## src/rtl/core/atfpe_pkg.sv

```systemverilog
// Shared types, character codes and encodings for the assembly text first-pass encoder.
package atfpe_pkg;

    // Beat on the character side: one character of text per beat.
    typedef struct packed {
        logic [7:0] char_code;
        logic       end_of_text;
    } t_in_beat;

    // Beat on the record side.
    typedef struct packed {
        logic [1:0]  record_kind;
        logic [15:0] record_data;
        logic        last_of_run;
    } t_out_beat;

    // Open instruction, or the mnemonic a token names.
    typedef enum logic [2:0] {
        KIND_NONE = 3'd0,
        KIND_ORIG = 3'd1,
        KIND_AND  = 3'd2,
        KIND_ADD  = 3'd3,
        KIND_TRAP = 3'd4,
        KIND_STR  = 3'd5,
        KIND_NOT  = 3'd6,
        KIND_LD   = 3'd7
    } t_kind;

    // A finished token, or an end-of-text marker, passed from front to back.
    typedef struct packed {
        logic        has_token;
        logic        eot;
        t_kind       cls;
        logic [2:0]  reg_val;
        logic [15:0] hex_val;
        logic [15:0] dec_val;
        logic        hash;
        logic [15:0] start;
    } t_token;

    // Record kinds.
    localparam logic [1:0] REC_WORD  = 2'd0;
    localparam logic [1:0] REC_LABEL = 2'd1;
    localparam logic [1:0] REC_USAGE = 2'd2;

    // Character codes.
    localparam logic [7:0] CH_NL    = 8'h0A;
    localparam logic [7:0] CH_TAB   = 8'h09;
    localparam logic [7:0] CH_SPACE = 8'h20;
    localparam logic [7:0] CH_COMMA = 8'h2C;
    localparam logic [7:0] CH_SEMI  = 8'h3B;
    localparam logic [7:0] CH_MINUS = 8'h2D;
    localparam logic [7:0] CH_HASH  = 8'h23;
    localparam logic [7:0] CH_ZERO  = 8'h30;

    // Mnemonic text, first character in the low byte.
    localparam logic [39:0] MN_ORIG = 40'h47_49_52_4F_2E;
    localparam logic [39:0] MN_AND  = 40'h00_00_44_4E_41;
    localparam logic [39:0] MN_ADD  = 40'h00_00_44_44_41;
    localparam logic [39:0] MN_TRAP = 40'h00_50_41_52_54;
    localparam logic [39:0] MN_STR  = 40'h00_00_52_54_53;
    localparam logic [39:0] MN_NOT  = 40'h00_00_54_4F_4E;
    localparam logic [39:0] MN_LD   = 40'h00_00_00_44_4C;

    localparam logic [3:0] LEN_ORIG = 4'd5;
    localparam logic [3:0] LEN_AND  = 4'd3;
    localparam logic [3:0] LEN_ADD  = 4'd3;
    localparam logic [3:0] LEN_TRAP = 4'd4;
    localparam logic [3:0] LEN_STR  = 4'd3;
    localparam logic [3:0] LEN_NOT  = 4'd3;
    localparam logic [3:0] LEN_LD   = 4'd2;
    localparam logic [3:0] LEN_MAX  = 4'd15;

    // Opcode fields.
    localparam logic [15:0] OPC_AND  = 16'h5000;
    localparam logic [15:0] OPC_ADD  = 16'h1000;
    localparam logic [15:0] OPC_TRAP = 16'hF000;
    localparam logic [15:0] OPC_STR  = 16'h7000;
    localparam logic [15:0] OPC_NOT  = 16'h903F;
    localparam logic [15:0] OPC_LD   = 16'h2000;
    localparam logic [15:0] IMM5_MASK = 16'h001F;
    localparam logic [15:0] IMM_FLAG  = 16'h0020;
    localparam logic [15:0] OFF6_MASK = 16'h003F;

    // Token queue between front and back.
    localparam int QUEUE_DEPTH = 4;
    localparam int QUEUE_PTR_BITS = 2;

    // Value of one hex digit; anything else reads as zero.
    function automatic logic [3:0] hex_digit(input logic [7:0] c);
        logic [3:0] d;
        d = 4'd0;
        if (c >= 8'h30 && c <= 8'h39) begin
            d = 4'(c - 8'h30);
        end else if (c >= 8'h41 && c <= 8'h46) begin
            d = 4'(c - 8'h37);
        end else if (c >= 8'h61 && c <= 8'h66) begin
            d = 4'(c - 8'h57);
        end
        return d;
    endfunction

    // Word bits that opening an instruction sets.
    function automatic logic [15:0] opcode_base(input t_kind k);
        logic [15:0] w;
        case (k)
            KIND_AND:  w = OPC_AND;
            KIND_ADD:  w = OPC_ADD;
            KIND_TRAP: w = OPC_TRAP;
            KIND_STR:  w = OPC_STR;
            KIND_NOT:  w = OPC_NOT;
            KIND_LD:   w = OPC_LD;
            default:   w = 16'h0000;
        endcase
        return w;
    endfunction

endpackage

```

## src/rtl/core/assembly_text_first_pass_encoder.sv

```systemverilog
// First pass of a small LC-3 assembler: text characters in, first-pass records out.
//
// The block takes one character of assembly text per beat and produces the
// record stream of an assembler's first pass: encoded words for .ORIG, ADD,
// AND, NOT, TRAP, STR and LD, a label declaration record for every token that
// stands where a mnemonic is expected, and a label usage record just before
// each LD word. Label records carry the text position of the token's first
// character, counted from zero at the start of the text and again after every
// end-of-text character. The front part tokenizes and classifies one
// character per clock cycle while the queue has room; each finished token enters a
// four-entry queue, and the back part takes one token per cycle while its output
// register and pending slot are free, to build the instruction words. A record
// passes through the token queue and the output register after the character
// that finishes its token. The sustained rate is one character per cycle; the
// output register is the only narrow point, since a character that completes an
// LD takes two output beats, usage record first. The input stalls only while the
// token queue is full, which happens when the record side has stalled for a
// while. last_of_run marks the final record caused by one character, and end of
// text drops an instruction still open and returns the block to its reset state.
module assembly_text_first_pass_encoder #(
    parameter int POSITION_BITS  = 16,
    parameter int MNEMONIC_CHARS = 5
) (
    input  logic                 i_clk,
    input  logic                 i_rst_n,
    input  logic                 i_in_valid,
    output logic                 o_in_stall,
    input  atfpe_pkg::t_in_beat  i_in_data,
    output logic                 o_out_valid,
    input  logic                 i_out_stall,
    output atfpe_pkg::t_out_beat o_out_data
);
    import atfpe_pkg::*;

    logic   in_accept;
    logic   push;
    logic   pop;
    logic   q_empty;
    logic   q_full;
    t_token front_tok;
    t_token head_tok;

    // A character is taken whenever the queue has room for the token it may finish.
    assign o_in_stall = q_full;
    assign in_accept  = i_in_valid && !q_full;

    atfpe_front #(
        .POSITION_BITS  (POSITION_BITS),
        .MNEMONIC_CHARS (MNEMONIC_CHARS)
    ) u_front (
        .i_clk    (i_clk),
        .i_rst_n  (i_rst_n),
        .i_accept (in_accept),
        .i_char   (i_in_data),
        .o_push   (push),
        .o_token  (front_tok)
    );

    atfpe_tok_queue u_queue (
        .i_clk   (i_clk),
        .i_rst_n (i_rst_n),
        .i_push  (push),
        .i_data  (front_tok),
        .i_pop   (pop),
        .o_data  (head_tok),
        .o_empty (q_empty),
        .o_full  (q_full)
    );

    // The back part drains the queue and owns the output register.
    atfpe_back u_back (
        .i_clk       (i_clk),
        .i_rst_n     (i_rst_n),
        .i_tok_avail (!q_empty),
        .i_token     (head_tok),
        .o_pop       (pop),
        .o_out_valid (o_out_valid),
        .i_out_stall (i_out_stall),
        .o_out_data  (o_out_data)
    );

endmodule

```

## src/rtl/core/atfpe_front.sv

```systemverilog
// Front part: splits the character stream into tokens and classifies each finished token.
module atfpe_front #(
    parameter int POSITION_BITS  = 16,
    parameter int MNEMONIC_CHARS = 5
) (
    input  logic               i_clk,
    input  logic               i_rst_n,
    input  logic               i_accept,
    input  atfpe_pkg::t_in_beat i_char,
    output logic               o_push,
    output atfpe_pkg::t_token  o_token
);
    import atfpe_pkg::*;

    localparam int PREFIX_BITS = 8 * MNEMONIC_CHARS;

    logic                     r_in_comment, n_in_comment;
    logic                     r_active, n_active;
    logic [3:0]               r_len, n_len;
    logic [PREFIX_BITS-1:0]   r_prefix, n_prefix;
    logic [POSITION_BITS-1:0] r_start, n_start;
    logic [POSITION_BITS-1:0] r_pos, n_pos;
    logic [15:0]              r_hex, n_hex;
    logic [15:0]              r_dec, n_dec;
    logic                     r_minus, n_minus;

    logic [7:0]               c;
    logic                     eot;
    logic                     is_tok;
    logic                     finish;
    logic                     tk_active;
    logic [3:0]               tk_len;
    logic [PREFIX_BITS-1:0]   tk_prefix;
    logic [POSITION_BITS-1:0] tk_start;
    logic [15:0]              tk_hex, tk_dec;
    logic                     tk_minus;
    t_kind                    cls;

    always_comb begin
        c            = i_char.char_code;
        eot          = i_char.end_of_text;
        is_tok       = 1'b0;
        n_in_comment = r_in_comment;
        if (r_in_comment) begin
            if (c == CH_NL) begin
                n_in_comment = 1'b0;
            end
        end else if (c == CH_SEMI) begin
            n_in_comment = 1'b1;
        end else if (c != CH_SPACE && c != CH_NL && c != CH_TAB && c != CH_COMMA) begin
            is_tok = 1'b1;
        end

        tk_active = r_active;
        tk_len    = r_len;
        tk_prefix = r_prefix;
        tk_start  = r_start;
        tk_hex    = r_hex;
        tk_dec    = r_dec;
        tk_minus  = r_minus;
        if (is_tok) begin
            if (!r_active) begin
                tk_len    = 4'd0;
                tk_prefix = '0;
                tk_start  = r_pos;
                tk_hex    = 16'd0;
                tk_dec    = 16'd0;
                tk_minus  = 1'b0;
            end
            for (int i = 0; i < MNEMONIC_CHARS; i++) begin
                if (tk_len == 4'(i)) begin
                    tk_prefix[8*i +: 8] = c;
                end
            end
            if (tk_len != 4'd0) begin
                tk_hex = {tk_hex[11:0], hex_digit(c)};
                if (tk_len == 4'd1 && c == CH_MINUS) begin
                    tk_minus = 1'b1;
                end else begin
                    tk_dec = (tk_dec << 3) + (tk_dec << 1) + {8'h00, c} - {8'h00, CH_ZERO};
                end
            end
            if (tk_len != LEN_MAX) begin
                tk_len = tk_len + 4'd1;
            end
            tk_active = 1'b1;
        end
        finish = tk_active && (!is_tok || eot);

        cls = KIND_NONE;
        if (tk_len == LEN_ORIG && tk_prefix == PREFIX_BITS'(MN_ORIG)) begin
            cls = KIND_ORIG;
        end else if (tk_len == LEN_AND && tk_prefix == PREFIX_BITS'(MN_AND)) begin
            cls = KIND_AND;
        end else if (tk_len == LEN_ADD && tk_prefix == PREFIX_BITS'(MN_ADD)) begin
            cls = KIND_ADD;
        end else if (tk_len == LEN_TRAP && tk_prefix == PREFIX_BITS'(MN_TRAP)) begin
            cls = KIND_TRAP;
        end else if (tk_len == LEN_STR && tk_prefix == PREFIX_BITS'(MN_STR)) begin
            cls = KIND_STR;
        end else if (tk_len == LEN_NOT && tk_prefix == PREFIX_BITS'(MN_NOT)) begin
            cls = KIND_NOT;
        end else if (tk_len == LEN_LD && tk_prefix == PREFIX_BITS'(MN_LD)) begin
            cls = KIND_LD;
        end

        o_push            = i_accept && (finish || eot);
        o_token.has_token = finish;
        o_token.eot       = eot;
        o_token.cls       = cls;
        // The register number is the second character minus '0'; as '0' is a
        // multiple of eight, its low three bits are the character's own.
        o_token.reg_val   = tk_prefix[10:8];
        o_token.hex_val   = tk_hex;
        o_token.dec_val   = tk_minus ? (16'd0 - tk_dec) : tk_dec;
        o_token.hash      = (tk_prefix[7:0] == CH_HASH);
        o_token.start     = 16'(tk_start);

        if (eot) begin
            n_in_comment = 1'b0;
            n_active     = 1'b0;
            n_len        = 4'd0;
            n_prefix     = '0;
            n_start      = '0;
            n_pos        = '0;
            n_hex        = 16'd0;
            n_dec        = 16'd0;
            n_minus      = 1'b0;
        end else begin
            n_active = tk_active && !finish;
            n_len    = tk_len;
            n_prefix = tk_prefix;
            n_start  = tk_start;
            n_pos    = r_pos + POSITION_BITS'(1);
            n_hex    = tk_hex;
            n_dec    = tk_dec;
            n_minus  = tk_minus;
        end
    end

    always_ff @(posedge i_clk) begin
        if (!i_rst_n) begin
            r_in_comment <= 1'b0;
            r_active     <= 1'b0;
            r_len        <= 4'd0;
            r_prefix     <= '0;
            r_start      <= '0;
            r_pos        <= '0;
            r_hex        <= 16'd0;
            r_dec        <= 16'd0;
            r_minus      <= 1'b0;
        end else if (i_accept) begin
            r_in_comment <= n_in_comment;
            r_active     <= n_active;
            r_len        <= n_len;
            r_prefix     <= n_prefix;
            r_start      <= n_start;
            r_pos        <= n_pos;
            r_hex        <= n_hex;
            r_dec        <= n_dec;
            r_minus      <= n_minus;
        end
    end

endmodule

```

## src/rtl/core/atfpe_tok_queue.sv

```systemverilog
// Short queue of finished tokens between the front and back parts.
module atfpe_tok_queue (
    input  logic              i_clk,
    input  logic              i_rst_n,
    input  logic              i_push,
    input  atfpe_pkg::t_token i_data,
    input  logic              i_pop,
    output atfpe_pkg::t_token o_data,
    output logic              o_empty,
    output logic              o_full
);
    import atfpe_pkg::*;

    t_token                    r_mem [QUEUE_DEPTH];
    logic [QUEUE_PTR_BITS-1:0] r_wr_ptr, n_wr_ptr;
    logic [QUEUE_PTR_BITS-1:0] r_rd_ptr, n_rd_ptr;
    logic [QUEUE_PTR_BITS:0]   r_count, n_count;
    logic                      do_push, do_pop;

    always_comb begin
        o_empty  = (r_count == '0);
        o_full   = (r_count == (QUEUE_PTR_BITS + 1)'(QUEUE_DEPTH));
        do_push  = i_push && !o_full;
        do_pop   = i_pop && !o_empty;
        n_wr_ptr = do_push ? r_wr_ptr + 1'b1 : r_wr_ptr;
        n_rd_ptr = do_pop ? r_rd_ptr + 1'b1 : r_rd_ptr;
        n_count  = r_count;
        if (do_push && !do_pop) begin
            n_count = r_count + 1'b1;
        end else if (do_pop && !do_push) begin
            n_count = r_count - 1'b1;
        end
        o_data = r_mem[r_rd_ptr];
    end

    always_ff @(posedge i_clk) begin
        if (do_push) begin
            r_mem[r_wr_ptr] <= i_data;
        end
    end

    always_ff @(posedge i_clk) begin
        if (!i_rst_n) begin
            r_wr_ptr <= '0;
            r_rd_ptr <= '0;
            r_count  <= '0;
        end else begin
            r_wr_ptr <= n_wr_ptr;
            r_rd_ptr <= n_rd_ptr;
            r_count  <= n_count;
        end
    end

endmodule

```

## src/rtl/core/atfpe_back.sv

```systemverilog
// Back part: assembles instruction words from tokens and delivers the records.
module atfpe_back (
    input  logic                i_clk,
    input  logic                i_rst_n,
    input  logic                i_tok_avail,
    input  atfpe_pkg::t_token   i_token,
    output logic                o_pop,
    output logic                o_out_valid,
    input  logic                i_out_stall,
    output atfpe_pkg::t_out_beat o_out_data
);
    import atfpe_pkg::*;

    t_kind       r_kind, n_kind;
    logic [2:0]  r_idx, n_idx;
    logic [15:0] r_word, n_word;
    logic        r_out_valid, n_out_valid;
    t_out_beat   r_out, n_out;
    logic        r_pend_valid, n_pend_valid;
    t_out_beat   r_pend, n_pend;

    logic        out_free;
    logic [1:0]  rec_n;
    t_out_beat   rec0, rec1;
    logic [15:0] w;
    logic        done;
    logic        usage;
    logic [15:0] reg9, reg6, reg0;

    always_comb begin
        reg9 = {4'd0, i_token.reg_val, 9'd0};
        reg6 = {7'd0, i_token.reg_val, 6'd0};
        reg0 = {13'd0, i_token.reg_val};

        w    = r_word;
        done = 1'b0;
        case (r_kind)
            KIND_ORIG: begin
                if (r_idx == 3'd1) begin
                    w = r_word | i_token.hex_val;
                end
                done = 1'b1;
            end
            KIND_AND, KIND_ADD: begin
                if (r_idx == 3'd1) begin
                    w = r_word | reg9;
                end else if (r_idx == 3'd2) begin
                    w = r_word | reg6;
                end else if (i_token.hash) begin
                    w = r_word | (i_token.dec_val & IMM5_MASK) | IMM_FLAG;
                end else begin
                    w = r_word | reg0;
                end
                done = (r_idx >= 3'd3);
            end
            KIND_TRAP: begin
                w    = r_word | i_token.hex_val;
                done = 1'b1;
            end
            KIND_STR: begin
                if (r_idx == 3'd1) begin
                    w = r_word | reg9;
                end else if (r_idx == 3'd2) begin
                    w = r_word | reg6;
                end else begin
                    w = r_word | (i_token.dec_val & OFF6_MASK);
                end
                done = (r_idx >= 3'd3);
            end
            KIND_NOT: begin
                w    = (r_idx == 3'd1) ? (r_word | reg9) : (r_word | reg6);
                done = (r_idx >= 3'd2);
            end
            KIND_LD: begin
                if (r_idx == 3'd1) begin
                    w = r_word | reg9;
                end
                done = (r_idx >= 3'd2);
            end
            default: begin
                done = 1'b1;
            end
        endcase
        usage = (r_kind == KIND_LD) && (r_idx == 3'd2);

        // Records that the token at the queue head causes, in order.
        rec_n  = 2'd0;
        rec0   = '0;
        rec1   = '0;
        n_kind = r_kind;
        n_idx  = r_idx;
        n_word = r_word;
        if (i_token.has_token) begin
            if (r_kind == KIND_NONE) begin
                if (i_token.cls == KIND_NONE) begin
                    rec_n = 2'd1;
                    rec0  = '{record_kind: REC_LABEL, record_data: i_token.start,
                              last_of_run: 1'b1};
                end else begin
                    n_kind = i_token.cls;
                    n_word = opcode_base(i_token.cls);
                    n_idx  = 3'd1;
                end
            end else begin
                n_word = w;
                if (usage) begin
                    rec_n = 2'd1;
                    rec0  = '{record_kind: REC_USAGE, record_data: i_token.start,
                              last_of_run: 1'b1};
                end
                if (done) begin
                    if (usage) begin
                        rec0.last_of_run = 1'b0;
                        rec1  = '{record_kind: REC_WORD, record_data: w, last_of_run: 1'b1};
                        rec_n = 2'd2;
                    end else begin
                        rec0  = '{record_kind: REC_WORD, record_data: w, last_of_run: 1'b1};
                        rec_n = 2'd1;
                    end
                    n_kind = KIND_NONE;
                    n_idx  = 3'd0;
                end else begin
                    n_idx = r_idx + 3'd1;
                end
            end
        end
        // End of text drops an open instruction.
        if (i_token.eot) begin
            n_kind = KIND_NONE;
            n_idx  = 3'd0;
            n_word = 16'd0;
        end

        // A token is taken only when both of its records have room.
        out_free     = !r_out_valid || !i_out_stall;
        o_pop        = i_tok_avail && !r_pend_valid && out_free;
        n_out_valid  = r_out_valid;
        n_out        = r_out;
        n_pend_valid = r_pend_valid;
        n_pend       = r_pend;
        if (out_free) begin
            if (r_pend_valid) begin
                n_out_valid  = 1'b1;
                n_out        = r_pend;
                n_pend_valid = 1'b0;
            end else if (o_pop && rec_n != 2'd0) begin
                n_out_valid  = 1'b1;
                n_out        = rec0;
                n_pend_valid = (rec_n == 2'd2);
                n_pend       = rec1;
            end else begin
                n_out_valid = 1'b0;
            end
        end

        o_out_valid = r_out_valid;
        o_out_data  = r_out;
    end

    always_ff @(posedge i_clk) begin
        r_out  <= n_out;
        r_pend <= n_pend;
    end

    always_ff @(posedge i_clk) begin
        if (!i_rst_n) begin
            r_kind       <= KIND_NONE;
            r_idx        <= 3'd0;
            r_word       <= 16'd0;
            r_out_valid  <= 1'b0;
            r_pend_valid <= 1'b0;
        end else begin
            if (o_pop) begin
                r_kind <= n_kind;
                r_idx  <= n_idx;
                r_word <= n_word;
            end
            r_out_valid  <= n_out_valid;
            r_pend_valid <= n_pend_valid;
        end
    end

endmodule

```

## config.mk

```make
export PLATFORM = sky130hd
export DESIGN_NAME = assembly_text_first_pass_encoder
export DESIGN_NICKNAME = d
export VERILOG_FILES = /design/src/rtl/core/atfpe_pkg.sv /design/src/rtl/core/assembly_text_first_pass_encoder.sv /design/src/rtl/core/atfpe_front.sv /design/src/rtl/core/atfpe_tok_queue.sv /design/src/rtl/core/atfpe_back.sv
export SDC_FILE = /design/constraint.sdc
export NUM_CORES = 1
export LEC_CHECK = 0
export BUFFER_PORTS_ARGS = -buffer_cell sky130_fd_sc_hd__buf_2
export CORE_UTILIZATION = 60
export DETAILED_ROUTE_END_ITERATION = 6
export PLACE_DENSITY = 0.77
export SYNTH_ARGS = -nofsm -noshare
export SYNTH_HDL_FRONTEND = slang
export SYNTH_SLANG_ARGS = --single-unit
```

## constraint.sdc

```tcl
create_clock -name i_clk -period 12.9 [get_ports i_clk]
set_input_delay 0 -clock i_clk [delete_from_list [all_inputs] [get_ports i_clk]]
set_output_delay 0 -clock i_clk [all_outputs]
set_load 0.03 [all_outputs]
```

======== Word level (Yosys, flattened, before mapping) ========
Memories as Yosys holds them, arrays and structs flattened. A register that Yosys moved wholly into a read port is not among the register bits.
Index checks and enable logic that the tools add are counted.
word-level totals
  output and inout bits ................... 21
  memories ................................ 1
  RAM bits ................................ 228
  input port bits ......................... 13
  logic and storage cells ................. 258
  flip-flop bits (word level) ............. 180
cells by class
  add/sub/neg operators ................... 14
  reduce and logical (&&, ||, !) cells .... 57
  eq/ne operators ......................... 42
  bitwise gates (word level) .............. 10
  muxes and demuxes ....................... 103
  magnitude comparators ................... 8
memory list
  memory         words  width  rd ports  clocked after Yosys merged registers in  write ports  RTL line               RTL
  u_queue.r_mem  4      57     1         1                                        1            atfpe_tok_queue.sv:14  t_token r_mem [QUEUE_DEPTH];
operators by type and width
  kind                     number
  $mux W16                 27
  $pmux W16 S6             2
  $eq A40 B23 Y1 const B   4
  $mux W40                 3
  $mux W19                 6
  $mux W3                  19
  $eq A40 B15 Y1 const B   1
  $eq A40 B31 Y1 const B   1
  $eq A40 B39 Y1 const B   1
  $mux W8                  5
  $mux W18                 2
  $mux W4                  8
  $eq A3 B3 Y1 const B     9
  $logic_and A1 B1 Y1      26
  $eq A8 B6 Y1 const B     3
  $mux W1                  24
  $add A16 B1 Y16 const B  1
  $add A16 B16 Y16         1
  $add A16 B8 Y16          1
  $eq A4 B2 Y1 const B     4
  $ge A8 B7 Y1 const B     2
  $le A8 B7 Y1 const B     2
  $ne A8 B4 Y1 const B     2
  $ne A8 B6 Y1 const B     2
  41 further kinds         78

======== Longest topological paths before layout ========
  depth in word-level cells ............... 20
  gate-level depth with buffers ........... 16
  mapped depth without buffers ............ 14

======== Cells and area by module ========
A second synthesis with hierarchy kept.
unflattened totals
  cell total of the unflattened synthesis .. 1,699
  area, all modules ....................... 20,020.5 um2
by module, submodules not included
  module                            cells each  instances  area each (um2)  seq. area each (um2)
  atfpe_tok_queue                   345         1          8,700.8          7,026.7
  atfpe_front                       1,012       1          7,957.6          2,222.1
  atfpe_back                        340         1          3,344.5          1,561.5
  assembly_text_first_pass_encoder  2           1          17.5             0.0

======== Least setup slack after synthesis ========
OpenSTA, ideal clock, no wires.
  path type ............................... register -> register
  from .................................... register (tool-made name)
  to ...................................... register u_back.r_out, in the netlist u_back.o_out_data[0], enable pin
  arrival ................................. 4,055 ps
  path slack .............................. 8,443 ps
  setup time .............................. 401 ps
  cell stages (with the launch flop) ...... 9
  data required time ...................... 12,499 ps
  path buffers ............................ 1
  clock period less this slack ............ 4,457 ps
  path through ............................ dfxtp_1 buf_2 mux4_2 or2_2 nor3_1 o21ai_0 a21oi_1 nor2_1 a21oi_1
RTL lines
  item                    RTL line           RTL
  end signal: assignment  atfpe_back.sv:161  r_out <= n_out;
  end: declaration        atfpe_back.sv:18   t_out_beat r_out, n_out;

==> run summary <==
Cell with the biggest individual delay on the critical path -> sky130_fd_sc_hd__o31ai_2
Worst slack at placement -> 8.35 ns
Total Routed Length -> 40600 um
Clock tree root buffer cell -> sky130_fd_sc_hd__clkbuf_16
Fraction of layout cells with a size suffix above 1 -> 14.2%
Post-synth net total -> 1461
Register share of total power -> 42.8%
Area of all placed cells without fillers -> 18500 um2
Postcts setup bufs -> 0
Die Ht -> 170 um
Most frequently used cell type in the post-synthesis netlist -> sky130_fd_sc_hd__edfxtp_1
Setup crit start kind -> primary input
Clk network pwr share -> 31.5%
First drt pass iteration count -> 6
Maximum vdd drop -> 0.0967 mV
Via density per instance -> 6.50
Maximum number of pins on one net before global-route repair -> 75
Comb power frac -> 25.7%
Post-cts gate resize count -> 0
Clock latency on the worst-skew pair -> 0.52 ns
Area post-placement -> 17300 um2
Post-synth ARST share -> 0%
Total Negative Setup Slacks -> 0 ns
Number of synthesized flops with an enable pin -> 224
Sw frac -> 31.4%
Prevailing post-synth register cell -> sky130_fd_sc_hd__edfxtp_1
Placement Rows -> 60
Post-route clock period utilization -> 36.5%
Type of the setup path with the least slack -> primary input to flip-flop
Maximum capacitance violations -> 0
Dpl hpwl -> 26300 um
Register clock-pin slew on the reported worst setup and hold paths -> 0.06 ns
Worst reg2reg startpoint -> u_back.r_kind[2]
Routed length per instance -> 22.3 um
Count of port buffers added during placement -> 33
1st-iter DRT viols -> 1345
Die outline width -> 170 um
Diodes inserted -> 0
CP Launch Point -> i_in_data[1]
Global-route usage over all layers -> 29.1%
Leakage power of the design -> 6.15 nW
Number of buffers created by CTS -> 37
Core region area -> 27300 um2
Slew Limit Fails -> 0
Cell Area, Synth -> 16800 um2
Synth Instances -> 1417
Relative slew margins -> 26.1%
# DRC -> 0
Post-synthesis sequential element count -> 358
Starting density of the core -> 61.8%
Cell Pwr Density -> 175 nW/um2
Post-synthesis to final-layout area growth -> 10.0%
Minimum period implied by the final worst setup slack -> 4.71 ns
Max Root-Sink Buffers -> 3
Mean post-synth cell area -> 11.9 um2
Biggest fanout along the worst timing path -> 25
Seq/Total Area, Yosys -> 55.9%
Largest cells by area after synthesis -> sky130_fd_sc_hd__edfxtp_1 (40%), sky130_fd_sc_hd__dfxtp_1 (16%), sky130_fd_sc_hd__mux4_2 (6.3%), sky130_fd_sc_hd__nor2b_1 (3.7%), sky130_fd_sc_hd__a22oi_1 (3.6%)
Transition time at the pin with the least slew margin -> 1.10 ns
Count of different cell masters after synthesis -> 79
Clock skew after layout -> 0.0215 ns
Worst Hold Class -> primary input to flip-flop
Synth Warn # -> 0
Critical Path Sink Type -> flip-flop
Die Footprint -> 28700 um2
Number of nets still failing antenna checks after routing -> 0
Share of the synthesized area in the top cell type -> 39.9%
Wire length of the first global-routing pass -> 64800 um
Data required time at the worst endpoint -> 13.19 ns
CTS tree -> yes
Final number of hold-violating endpoints -> 0
Initial antenna violation count -> 0
Clk sinks -> 358
Final-stage net count -> 1470
Max Fclk -> 0.212 GHz
Number of vias in the routed layout -> 11900
Worst hold start -> i_in_data[5]
Io pins -> 34
Global route overflow -> 0
Via count of the first global-routing pass -> 11600
RSZ-0062 raised after global routing -> false
Internal Pwr Total -> 2.22 mW
Number of H-tree levels -> 2
Routability congestion estimate from global placement -> 0.997
Number of endpoints failing setup at the final stage -> 0
Ordered list of cells on the worst path -> dlygate4sd3_1 -> buf_2 -> inv_1 -> ha_1 -> nor4b_2 -> o31ai_2 -> nand2_1 -> buf_4 -> o21ai_1 -> o2111ai_1 -> or4_1 -> or4_1 -> o2111ai_1
Sw power -> 1.02 mW
Post-layout worst setup margin -> 8.19 ns
Worst endpoint data arrival time -> 5.01 ns
Status -> completed
Max incr delay on CP -> 0.84 ns
Cell types with the highest counts after synthesis -> sky130_fd_sc_hd__edfxtp_1 (224), sky130_fd_sc_hd__dfxtp_1 (134), sky130_fd_sc_hd__nor2b_1 (100)
Post-synth top area cell -> sky130_fd_sc_hd__edfxtp_1
per-layer routing:
metal  track usage [%]  up-vias  share of wire (%)
met5                 0        -                  0
met4              10.3        0                3.1
met1              39.7     5873                 43
met3              4.31       93                6.4
met2              47.7      462                 48
li1                  -     5445                  -
registers in the layout, indices dropped and copies added, names as in the netlist, 4 cells and up, named ones only:
signal             cells
u_front.r_start       16
u_back.r_word         16
u_back.o_out_data     19
u_front.r_len          4
u_back.r_pend         17
u_queue.r_mem        188
u_front.r_pos         16
u_front.r_prefix      40
u_front.r_hex         16
u_front.r_dec          6
worst max-delay path, delay by kind of cell:
kind                       cells  cell delay (ns)
and+or+nand+nor                4             1.69
adders and majority gates      1             0.26
AOI/OAI and AO/OA              4             1.62
buffers and inverters          4             1.41
worst paths after layout:
| check | to | slack [ns] | cells past startpoint |
|---|---|---|---|
| worst min-delay path | u_front.r_prefix[4] | 0.01 | 3 |
| worst max register to register | u_back.o_out_data[3] | 8.52 | 10 |
| worst max-delay path | u_queue.r_mem[0][52] | 8.19 | 13 |
| worst min register to register | u_back.r_word[8] | 0.47 | 2 |
kinds of logic after synthesis:
group / synth area share [%]
AOI/OAI and AO/OA: 15.5
muxes: 8.04
adders and majority gates: 2.48
xor gates and xnor gates: 1.46
buffers and inverters: 2.89
and+or+nand+nor: 13.8
DFF: 55.9
final cells by class:
class	instances	area [um2]
Sequential cell	358	9410
Fill cell	1965	8730
Multi-Input combinational cell	933	6960
Clock buffer	44	993
Tap cell	372	465
Timing Repair Buffer	59	375
Clock inverter	23	179
Inverter	37	139
timing repair:
item | CTS | global route
hold endpoints to repair | 13 | 0
hold buffers | 6 | 0
endpoints found under the setup margin | 0 | 0
placed cells by master, fill, tap and decap left out, drive strengths merged, types with 5 or more instances in the layout:
| cell type | n |
|---|---|
| nor3b | 5 |
| a21boi | 8 |
| or2 | 5 |
| o21ai | 63 |
| nand3 | 23 |
| a221oi | 5 |
| buf | 53 |
| and2 | 29 |
| a22o | 49 |
| o31ai | 10 |
| or3 | 11 |
| nor2b | 100 |
| a31oi | 15 |
| nor2 | 85 |
| clkinv | 19 |
| xnor2 | 14 |
| nor4 | 15 |
| inv | 35 |
| o221ai | 7 |
| a21oi | 69 |
| or4 | 6 |
| clkbuf | 44 |
| mux4 | 47 |
| dfxtp | 134 |
| nand4 | 17 |
| nor3 | 20 |
| nand2 | 77 |
| a32o | 5 |
| dlygate4sd3 | 6 |
| xor2 | 14 |
| a32oi | 13 |
| nor4b | 5 |
| a22oi | 80 |
| mux2i | 7 |
| nand2b | 11 |
| edfxtp | 224 |
| and3 | 9 |
| mux2 | 20 |
| ha | 27 |
power groups by stage:
stage | clock (mW) | combinational [mW] | sequential [mW]
2_1_floorplan | 0 | 0.584 | 1.40
3_3_place_gp | 0 | 0.807 | 1.41
3_5_place_dp | 0 | 0.815 | 1.41
4_1_cts | 1.03 | 0.825 | 1.39
5_1_grt | 1.08 | 0.893 | 1.40
6_report | 1.02 | 0.833 | 1.39
through the flow:
stage / std cells / power [mW] / hold WS, ns / utilization, %
floorplan: 1417 / 1.99 / 0.0989 / -
global placement: 1753 / 2.21 / 0.377 / 63.4
detailed placement: 1753 / 2.23 / 0.384 / 63.4
CTS: 1826 / 3.25 / 0.00230 / 68.0
global route: 1826 / 3.37 / 0.0615 / 68.0
finish: 1826 / 3.24 / 0.0121 / 68.0
Power figures use the tool's default switching activity.
